### config.mk
export PLATFORM = sky130hd
export DESIGN_NAME = trivium_round_output_bit
export DESIGN_NICKNAME = d
export VERILOG_FILES = /design/src/design/trv_pkg.sv /design/src/design/trivium_round_output_bit.sv /design/src/design/trv_ctrl.sv /design/src/design/trv_dp.sv
export SDC_FILE = /design/constraint.sdc
export NUM_CORES = 1
export LEC_CHECK = 0
export ABC_AREA = 1
export BUFFER_PORTS_ARGS = -buffer_cell sky130_fd_sc_hd__buf_2
export CAP_MARGIN = 25
export CELL_PAD_IN_SITES_DETAIL_PLACEMENT = 1
export CELL_PAD_IN_SITES_GLOBAL_PLACEMENT = 1
export CORE_MARGIN = 2
export CORE_UTILIZATION = 39
export DETAILED_ROUTE_END_ITERATION = 7
export PLACE_DENSITY_LB_ADDON = 0.1
export SYNTH_ARGS = -nofsm -noshare
export SYNTH_HDL_FRONTEND = slang
export SYNTH_SLANG_ARGS = --single-unit
### constraint.sdc
create_clock -name clk_i -period 11.3 [get_ports clk_i]
set_clock_uncertainty 0.15 [all_clocks]
set_input_delay 0 -clock clk_i [delete_from_list [all_inputs] [get_ports clk_i]]
set_output_delay 0 -clock clk_i [all_outputs]
set_load 0.005 [all_outputs]
### src/design/trv_pkg.sv
// ----------------------------------------------------------------------------
// trv_pkg
// Shared types and constants for the reduced-round Trivium keystream block.
// ----------------------------------------------------------------------------
`default_nettype none

package trv_pkg;

  localparam int ROUND_COUNT_WIDTH = 12;
  localparam int CFG_W             = 12;
  localparam int CFG_IDX_W         = 2;
  localparam int KEY_W             = 80;

  localparam int LEN_A = 93;
  localparam int LEN_B = 84;
  localparam int LEN_C = 111;

  localparam int TAP_OFFSET = 64;

  localparam logic [CFG_W-1:0] ROUND_RESET = CFG_W'(720);
  localparam logic [CFG_W-1:0] PROBE_RESET = CFG_W'(221);

  typedef logic [ROUND_COUNT_WIDTH-1:0] cnt_t;

  typedef enum logic [CFG_IDX_W-1:0] {
    CFG_OUTPUT_ROUND = 2'd0,
    CFG_PROBE_STEP   = 2'd1
  } trv_cfg_e;

  typedef struct packed {
    logic [63:0] key_low;
    logic [15:0] key_high;
    logic [63:0] iv_low;
    logic [15:0] iv_high;
  } trv_in_t;

  typedef struct packed {
    logic keystream_bit;
    logic probe_bit;
  } trv_out_t;

  typedef struct packed {
    logic load;
    logic step;
    logic push;
  } trv_cmd_t;

  typedef struct packed {
    logic last_hit;
  } trv_status_t;

endpackage

`default_nettype wire

### src/design/trivium_round_output_bit.sv
// ----------------------------------------------------------------------------
// trivium_round_output_bit
// Reduced-round Trivium: keystream bit of a chosen round plus a B-register probe.
// ----------------------------------------------------------------------------
// Usage:
//   Input channel (in_valid_i/in_ready_o) carries one 80-bit key and one
//   80-bit IV. On transfer the 288-bit state is loaded and one update step
//   runs per clock. Output channel (out_valid_o/out_ready_i) returns the
//   keystream bit of output_round and the B bit made at probe_step.
//   With s = output_round - 64 (or output_round when it is 64 or below),
//   an item runs update steps on the single update unit until the step
//   counter reaches max(s, probe_step); the result is then registered, and
//   the next item is taken once that result has gone to the output register.
//   One item is in work at a time. A finished result sits in the output
//   register while the next item runs; if the receiver stalls past that,
//   the sequencer holds the new result and takes no further input.
//   Settings are written through cfg_we_i/cfg_idx_i/cfg_data_i, by the user
//   only while idle; the block itself does not enforce it. Reset restores
//   output_round 720 and probe_step 221 and empties the output register.
// ----------------------------------------------------------------------------
`default_nettype none

module trivium_round_output_bit
  import trv_pkg::*;
(
  input  wire                 clk_i,
  input  wire                 rst_ni,
  input  wire                 cfg_we_i,
  input  wire [CFG_IDX_W-1:0] cfg_idx_i,
  input  wire [CFG_W-1:0]     cfg_data_i,
  input  wire                 in_valid_i,
  output logic                in_ready_o,
  input  trv_in_t             in_data_i,
  output logic                out_valid_o,
  input  wire                 out_ready_i,
  output trv_out_t            out_data_o
);

  trv_cmd_t    cmd;
  trv_status_t status;

  trv_ctrl u_ctrl (
    .clk_i       (clk_i),
    .rst_ni      (rst_ni),
    .in_valid_i  (in_valid_i),
    .in_ready_o  (in_ready_o),
    .out_valid_o (out_valid_o),
    .out_ready_i (out_ready_i),
    .status_i    (status),
    .cmd_o       (cmd)
  );

  trv_dp u_dp (
    .clk_i      (clk_i),
    .rst_ni     (rst_ni),
    .cfg_we_i   (cfg_we_i),
    .cfg_idx_i  (cfg_idx_i),
    .cfg_data_i (cfg_data_i),
    .in_data_i  (in_data_i),
    .cmd_i      (cmd),
    .status_o   (status),
    .out_data_o (out_data_o)
  );

endmodule

`default_nettype wire

### src/design/trv_ctrl.sv
// ----------------------------------------------------------------------------
// trv_ctrl
// Sequencer: accepts an item, runs the update steps, hands over the result.
// ----------------------------------------------------------------------------
`default_nettype none

module trv_ctrl
  import trv_pkg::*;
(
  input  wire         clk_i,
  input  wire         rst_ni,
  input  wire         in_valid_i,
  output logic        in_ready_o,
  output logic        out_valid_o,
  input  wire         out_ready_i,
  input  trv_status_t status_i,
  output trv_cmd_t    cmd_o
);

  typedef enum logic [1:0] {
    S_IDLE,
    S_RUN,
    S_FIN
  } state_e;

  state_e state_q, state_d;
  logic   out_valid_q, out_valid_d;
  logic   slot_free;

  assign slot_free  = !out_valid_q || out_ready_i;
  assign in_ready_o = (state_q == S_IDLE);

  always_comb begin
    state_d     = state_q;
    cmd_o       = '0;
    out_valid_d = out_valid_q && !out_ready_i;
    case (state_q)
      S_IDLE: begin
        if (in_valid_i) begin
          cmd_o.load = 1'b1;
          state_d    = S_RUN;
        end
      end
      S_RUN: begin
        cmd_o.step = 1'b1;
        if (status_i.last_hit) begin
          state_d = S_FIN;
        end
      end
      S_FIN: begin
        if (slot_free) begin
          cmd_o.push  = 1'b1;
          out_valid_d = 1'b1;
          state_d     = S_IDLE;
        end
      end
      default: begin
        state_d = S_IDLE;
      end
    endcase
  end

  always_ff @(posedge clk_i or negedge rst_ni) begin
    if (!rst_ni) begin
      state_q     <= S_IDLE;
      out_valid_q <= 1'b0;
    end else begin
      state_q     <= state_d;
      out_valid_q <= out_valid_d;
    end
  end

  assign out_valid_o = out_valid_q;

endmodule

`default_nettype wire

### src/design/trv_dp.sv
// ----------------------------------------------------------------------------
// trv_dp
// Datapath: settings, 288-bit state, step counter, capture and output register.
// ----------------------------------------------------------------------------
`default_nettype none

module trv_dp
  import trv_pkg::*;
(
  input  wire                  clk_i,
  input  wire                  rst_ni,
  input  wire                  cfg_we_i,
  input  wire [CFG_IDX_W-1:0]  cfg_idx_i,
  input  wire [CFG_W-1:0]      cfg_data_i,
  input  trv_in_t              in_data_i,
  input  trv_cmd_t             cmd_i,
  output trv_status_t          status_o,
  output trv_out_t             out_data_o
);

  logic [CFG_W-1:0] round_q, probe_q;

  logic [LEN_A-1:0] a_q, a_d;
  logic [LEN_B-1:0] b_q, b_d;
  logic [LEN_C-1:0] c_q, c_d;
  cnt_t             cnt_q, cnt_d;
  cnt_t             cap_q, pstep_q, last_q;
  logic             hi_q;
  logic             z_q, pr_q;
  trv_out_t         out_q;

  logic [KEY_W-1:0] key, iv;
  logic             hi_n;
  cnt_t             cap_n, last_n;
  logic             na, nb, nc, tap;

  always_ff @(posedge clk_i or negedge rst_ni) begin
    if (!rst_ni) begin
      round_q <= ROUND_RESET;
      probe_q <= PROBE_RESET;
    end else if (cfg_we_i) begin
      case (cfg_idx_i)
        CFG_OUTPUT_ROUND: round_q <= cfg_data_i;
        CFG_PROBE_STEP:   probe_q <= cfg_data_i;
        default: ;
      endcase
    end
  end

  assign key    = {in_data_i.key_high, in_data_i.key_low};
  assign iv     = {in_data_i.iv_high, in_data_i.iv_low};
  assign hi_n   = (round_q > CFG_W'(TAP_OFFSET));
  assign cap_n  = hi_n ? cnt_t'(round_q - CFG_W'(TAP_OFFSET)) : cnt_t'(round_q);
  assign last_n = (cap_n > cnt_t'(probe_q)) ? cap_n : cnt_t'(probe_q);

  assign na = c_q[45] ^ (c_q[1] & c_q[2]) ^ c_q[0] ^ a_q[24];
  assign nb = a_q[27] ^ (a_q[1] & a_q[2]) ^ a_q[0] ^ b_q[6];
  assign nc = b_q[15] ^ (b_q[1] & b_q[2]) ^ b_q[0] ^ c_q[24];

  assign tap = hi_q
    ? (a_q[TAP_OFFSET+28] ^ a_q[TAP_OFFSET+1] ^ b_q[TAP_OFFSET+16] ^
       b_q[TAP_OFFSET+1] ^ c_q[TAP_OFFSET+46] ^ c_q[TAP_OFFSET+1])
    : (a_q[28] ^ a_q[1] ^ b_q[16] ^ b_q[1] ^ c_q[46] ^ c_q[1]);

  assign status_o.last_hit = (cnt_q == last_q);

  always_comb begin
    a_d   = a_q;
    b_d   = b_q;
    c_d   = c_q;
    cnt_d = cnt_q;
    if (cmd_i.load) begin
      a_d = '0;
      b_d = '0;
      c_d = '0;
      for (int i = 0; i < KEY_W; i++) begin
        a_d[LEN_A-1-i] = key[i];
        b_d[LEN_B-1-i] = iv[i];
      end
      c_d[2:0] = 3'b111;
      cnt_d    = '0;
    end else if (cmd_i.step && !status_o.last_hit) begin
      a_d   = {na, a_q[LEN_A-1:1]};
      b_d   = {nb, b_q[LEN_B-1:1]};
      c_d   = {nc, c_q[LEN_C-1:1]};
      cnt_d = cnt_q + cnt_t'(1);
    end
  end

  always_ff @(posedge clk_i) begin
    a_q <= a_d;
    b_q <= b_d;
    c_q <= c_d;
    if (cmd_i.load) begin
      hi_q    <= hi_n;
      cap_q   <= cap_n;
      pstep_q <= cnt_t'(probe_q);
      last_q  <= last_n;
    end
    if (cmd_i.step && cnt_q == cap_q) begin
      z_q <= tap;
    end
    if (cmd_i.step && cnt_q == pstep_q) begin
      pr_q <= b_q[LEN_B-1];
    end
    if (cmd_i.push) begin
      out_q.keystream_bit <= z_q;
      out_q.probe_bit     <= pr_q;
    end
  end

  always_ff @(posedge clk_i or negedge rst_ni) begin
    if (!rst_ni) begin
      cnt_q <= '0;
    end else begin
      cnt_q <= cnt_d;
    end
  end

  assign out_data_o = out_q;

endmodule

`default_nettype wire

==> metrics.csv <==
metric,value,unit
status,finished clean,
first-pass GRT wire length,72450,µm
Reg area,9587,µm²
CP Launch Type,register,
Arrival @ worst endpoint,4.88,ns
die area,42840,µm²
cts-stage hold buffer count,176,
IO Pins,183,
kind of critical path,reg -> reg,
mean post-synth cell area,9.027,µm²
post-synthesis cell count,1780,
Core ar.,40740,µm²
P_leak,0.009426,µW
most numerous cell in the Yosys netlist,nand2_1,
Ys Warns,0,
CP Capture Type,register,
WP data required,11.32,ns
Max Fclk,205.7,MHz
Final ANT Viol Nets,0,
Post-synth EDFFs,201,
cell area after layout,20250,µm²
initial core utilization,0.3944,
Rel. slew slack,0.1827,
area delta synth->final,26.03,%
fillers,4685,
vias after detailed routing,13483,
# DRC,0,
Most used DFF post-synth,edfxtp_1,
top cell type's share of synthesized area,0.3756,
register bit count reported by yosys,368,
cell area power density,233.3,nW/µm²
final worst slack,6.439,ns
TritonRoute pass-1 iters,5,
register area share after synthesis,0.5966,
Post-Syn Area,16070,µm²
final WL,45910,µm
share of cells above drive strength 1,0.1279,
largest net degree at the start of global routing,245,
measured slew at the worst slew-check pin,1.226,ns
vias in the first global route,13818,
min Tclk post-route,4.861,ns
Hold WC Path Type,in -> reg,
ys async rst share,0.1060,
CP Max Fanout,76,
final core occ,0.4971,
total of max-cap violations,0,
Port Buf Inserts,182,
setup tns final,0,ns
die width,207.0,µm
All-Layer GR Usage,0.2121,
Worst-path clk slew,0.06,ns
# Post-CTS Setup Buffers,0,
DR WL/cell,17.44,µm
Root Driver,clkbuf_16,
"Remaining Overflow, GRT",0,
Final GP Congestion,0.8441,
endpoints failing setup,0,
CTS HTree Levels,2,
final hold vios,0,
post-CTS sizing,0,
"Period Utilization, post-route",0.4302,
RSZ-0062 raised after global routing,false,
Die Y-Extent,207.0,µm
maximum vdd drop,0.1028,mV
CTS Sinks,368,
top post-synthesis cells by count,"590 x nand2_1, 450 x nand3_1, 201 x edfxtp_1, 128 x dfxtp_1, 61 x inv_1",
Via density,5.123,
placed cell area,17190,µm²
row count,74,
net count after synthesis,1974,
Num CTS Buffers,42,
deepest clock path buffer count,3,
worst-skew pair later-pin latency,0.56,ns
hpwl dp,25620,µm
distinct cell type count after synthesis,32,
max-slew violations,0,
TritonCTS clock tree,done,
dpl ws,6.361,ns
# nets final,2258,
1st-iter DRT viols,1009,
synth top area cells,"edfxtp_1 38%, dfxtp_1 16%, nand3_1 14%, nand2_1 14%, dfrtp_1 4.5%",
"area leader, netlist",edfxtp_1,
area taken by multi-input logic gates,5682,µm²
initial antenna violation count,2,
final timing paths:
check / to / cells past startpoint / slack [ns] / startpoint
max in group asynchronous: u_dp.round_q[8] / 4 / 9.86 / rst_ni
setup / recovery: u_dp.a_q[79] / 10 / 6.44 / u_dp.cnt_q[5]
hold / removal: u_dp.round_q[9] / 4 / 0.07 / cfg_we_i
setup reg to reg: u_dp.a_q[79] / 10 / 6.44 / u_dp.cnt_q[5]
min in group asynchronous: u_dp.probe_q[9] / 3 / 0.31 / rst_ni
hold reg to reg: u_dp.out_data_o[0] / 0 / 0.27 / u_dp.pr_q
area by class of cell:
cell class              instances  share of cell area
repair buffers                369              0.1389
clock inverters                18            0.004140
multi-input cells            1218              0.2806
flip-flops and latches        368              0.4734
diodes                          5           0.0006179
inverters                      65             0.01230
well taps                     532             0.03287
clock buffers                  57             0.05721
metrics by stage:
step | power (µW) | std cells | hold WS (ns)
finish | 4724 | 2632 | 0.07319
detailed placement | 3423 | 2374 | 0.06764
CTS | 4756 | 2625 | 0.02977
global route | 5041 | 2629 | 0.07541
floorplan | 3090 | 1780 | -0.4456
global placement | 3366 | 2374 | 0.05130
report_power, final:
group          switching (µW)  internal (µW)
sequential                244           2050
combinational             718            453
clock                     546            715
total                    1510           3220
state kept, by name (all words and copies together), names as in the netlist:
signal	count
u_dp.c_q	111
u_dp.a_q	93
u_dp.b_q	84
u_dp.cap_q	12
u_dp.cnt_q	12
u_dp.last_q	12
u_dp.probe_q	12
u_dp.pstep_q	12
u_dp.round_q	12
u_ctrl.state_q	2
u_dp.out_data_o	2
u_ctrl.out_valid_o	1
u_dp.hi_q	1
u_dp.pr_q	1
u_dp.z_q	1
critical path, stage by stage, from the launching register on:
cell     delay [ns]
dfrtp_1        0.55
inv_2          0.09
nand2_1        0.09
nand2_1        0.05
nand2_1        0.06
nor2_1         0.06
nand3_4        0.49
nand2_4        0.64
nand2_4        0.61
buf_4          0.65
buf_4          0.87
cell families after synthesis:
kind of cell / share of synthesized area
simple gates: 0.2988
buf+inv: 0.05209
fa+ha+maj: 0.01168
flops: 0.5966
xor+xnor: 0.02320
compound gates: 0.01760
cells in the final DEF, fill, tap and decap left out, types with 4 or more instances in the layout:
cell,instances
xnor2_1,16
xor2_1,24
dlygate4sd3_1,176
clkbuf_1,11
ha_1,15
nand2_1,587
nand3_1,450
clkbuf_16,43
clkinv_1,8
a21oi_1,5
edfxtp_1,201
inv_1,61
o21ai_0,40
clkinv_2,9
diode_2,5
nand4_1,16
dfxtp_1,128
buf_4,7
dfstp_2,10
nor3_1,4
buf_2,182
dfrtp_1,29
nor2_1,41
layer usage:
metal | track usage | wire, µm | up-vias
met5 | 0 | 0 | -
met4 | 0.07903 | 1340 | 0
met3 | 0.03407 | 1906 | 88
met2 | 0.3344 | 21360 | 309
met1 | 0.2946 | 21300 | 6544
li1 | - | - | 6542
(Power assumes the default switching activity.)
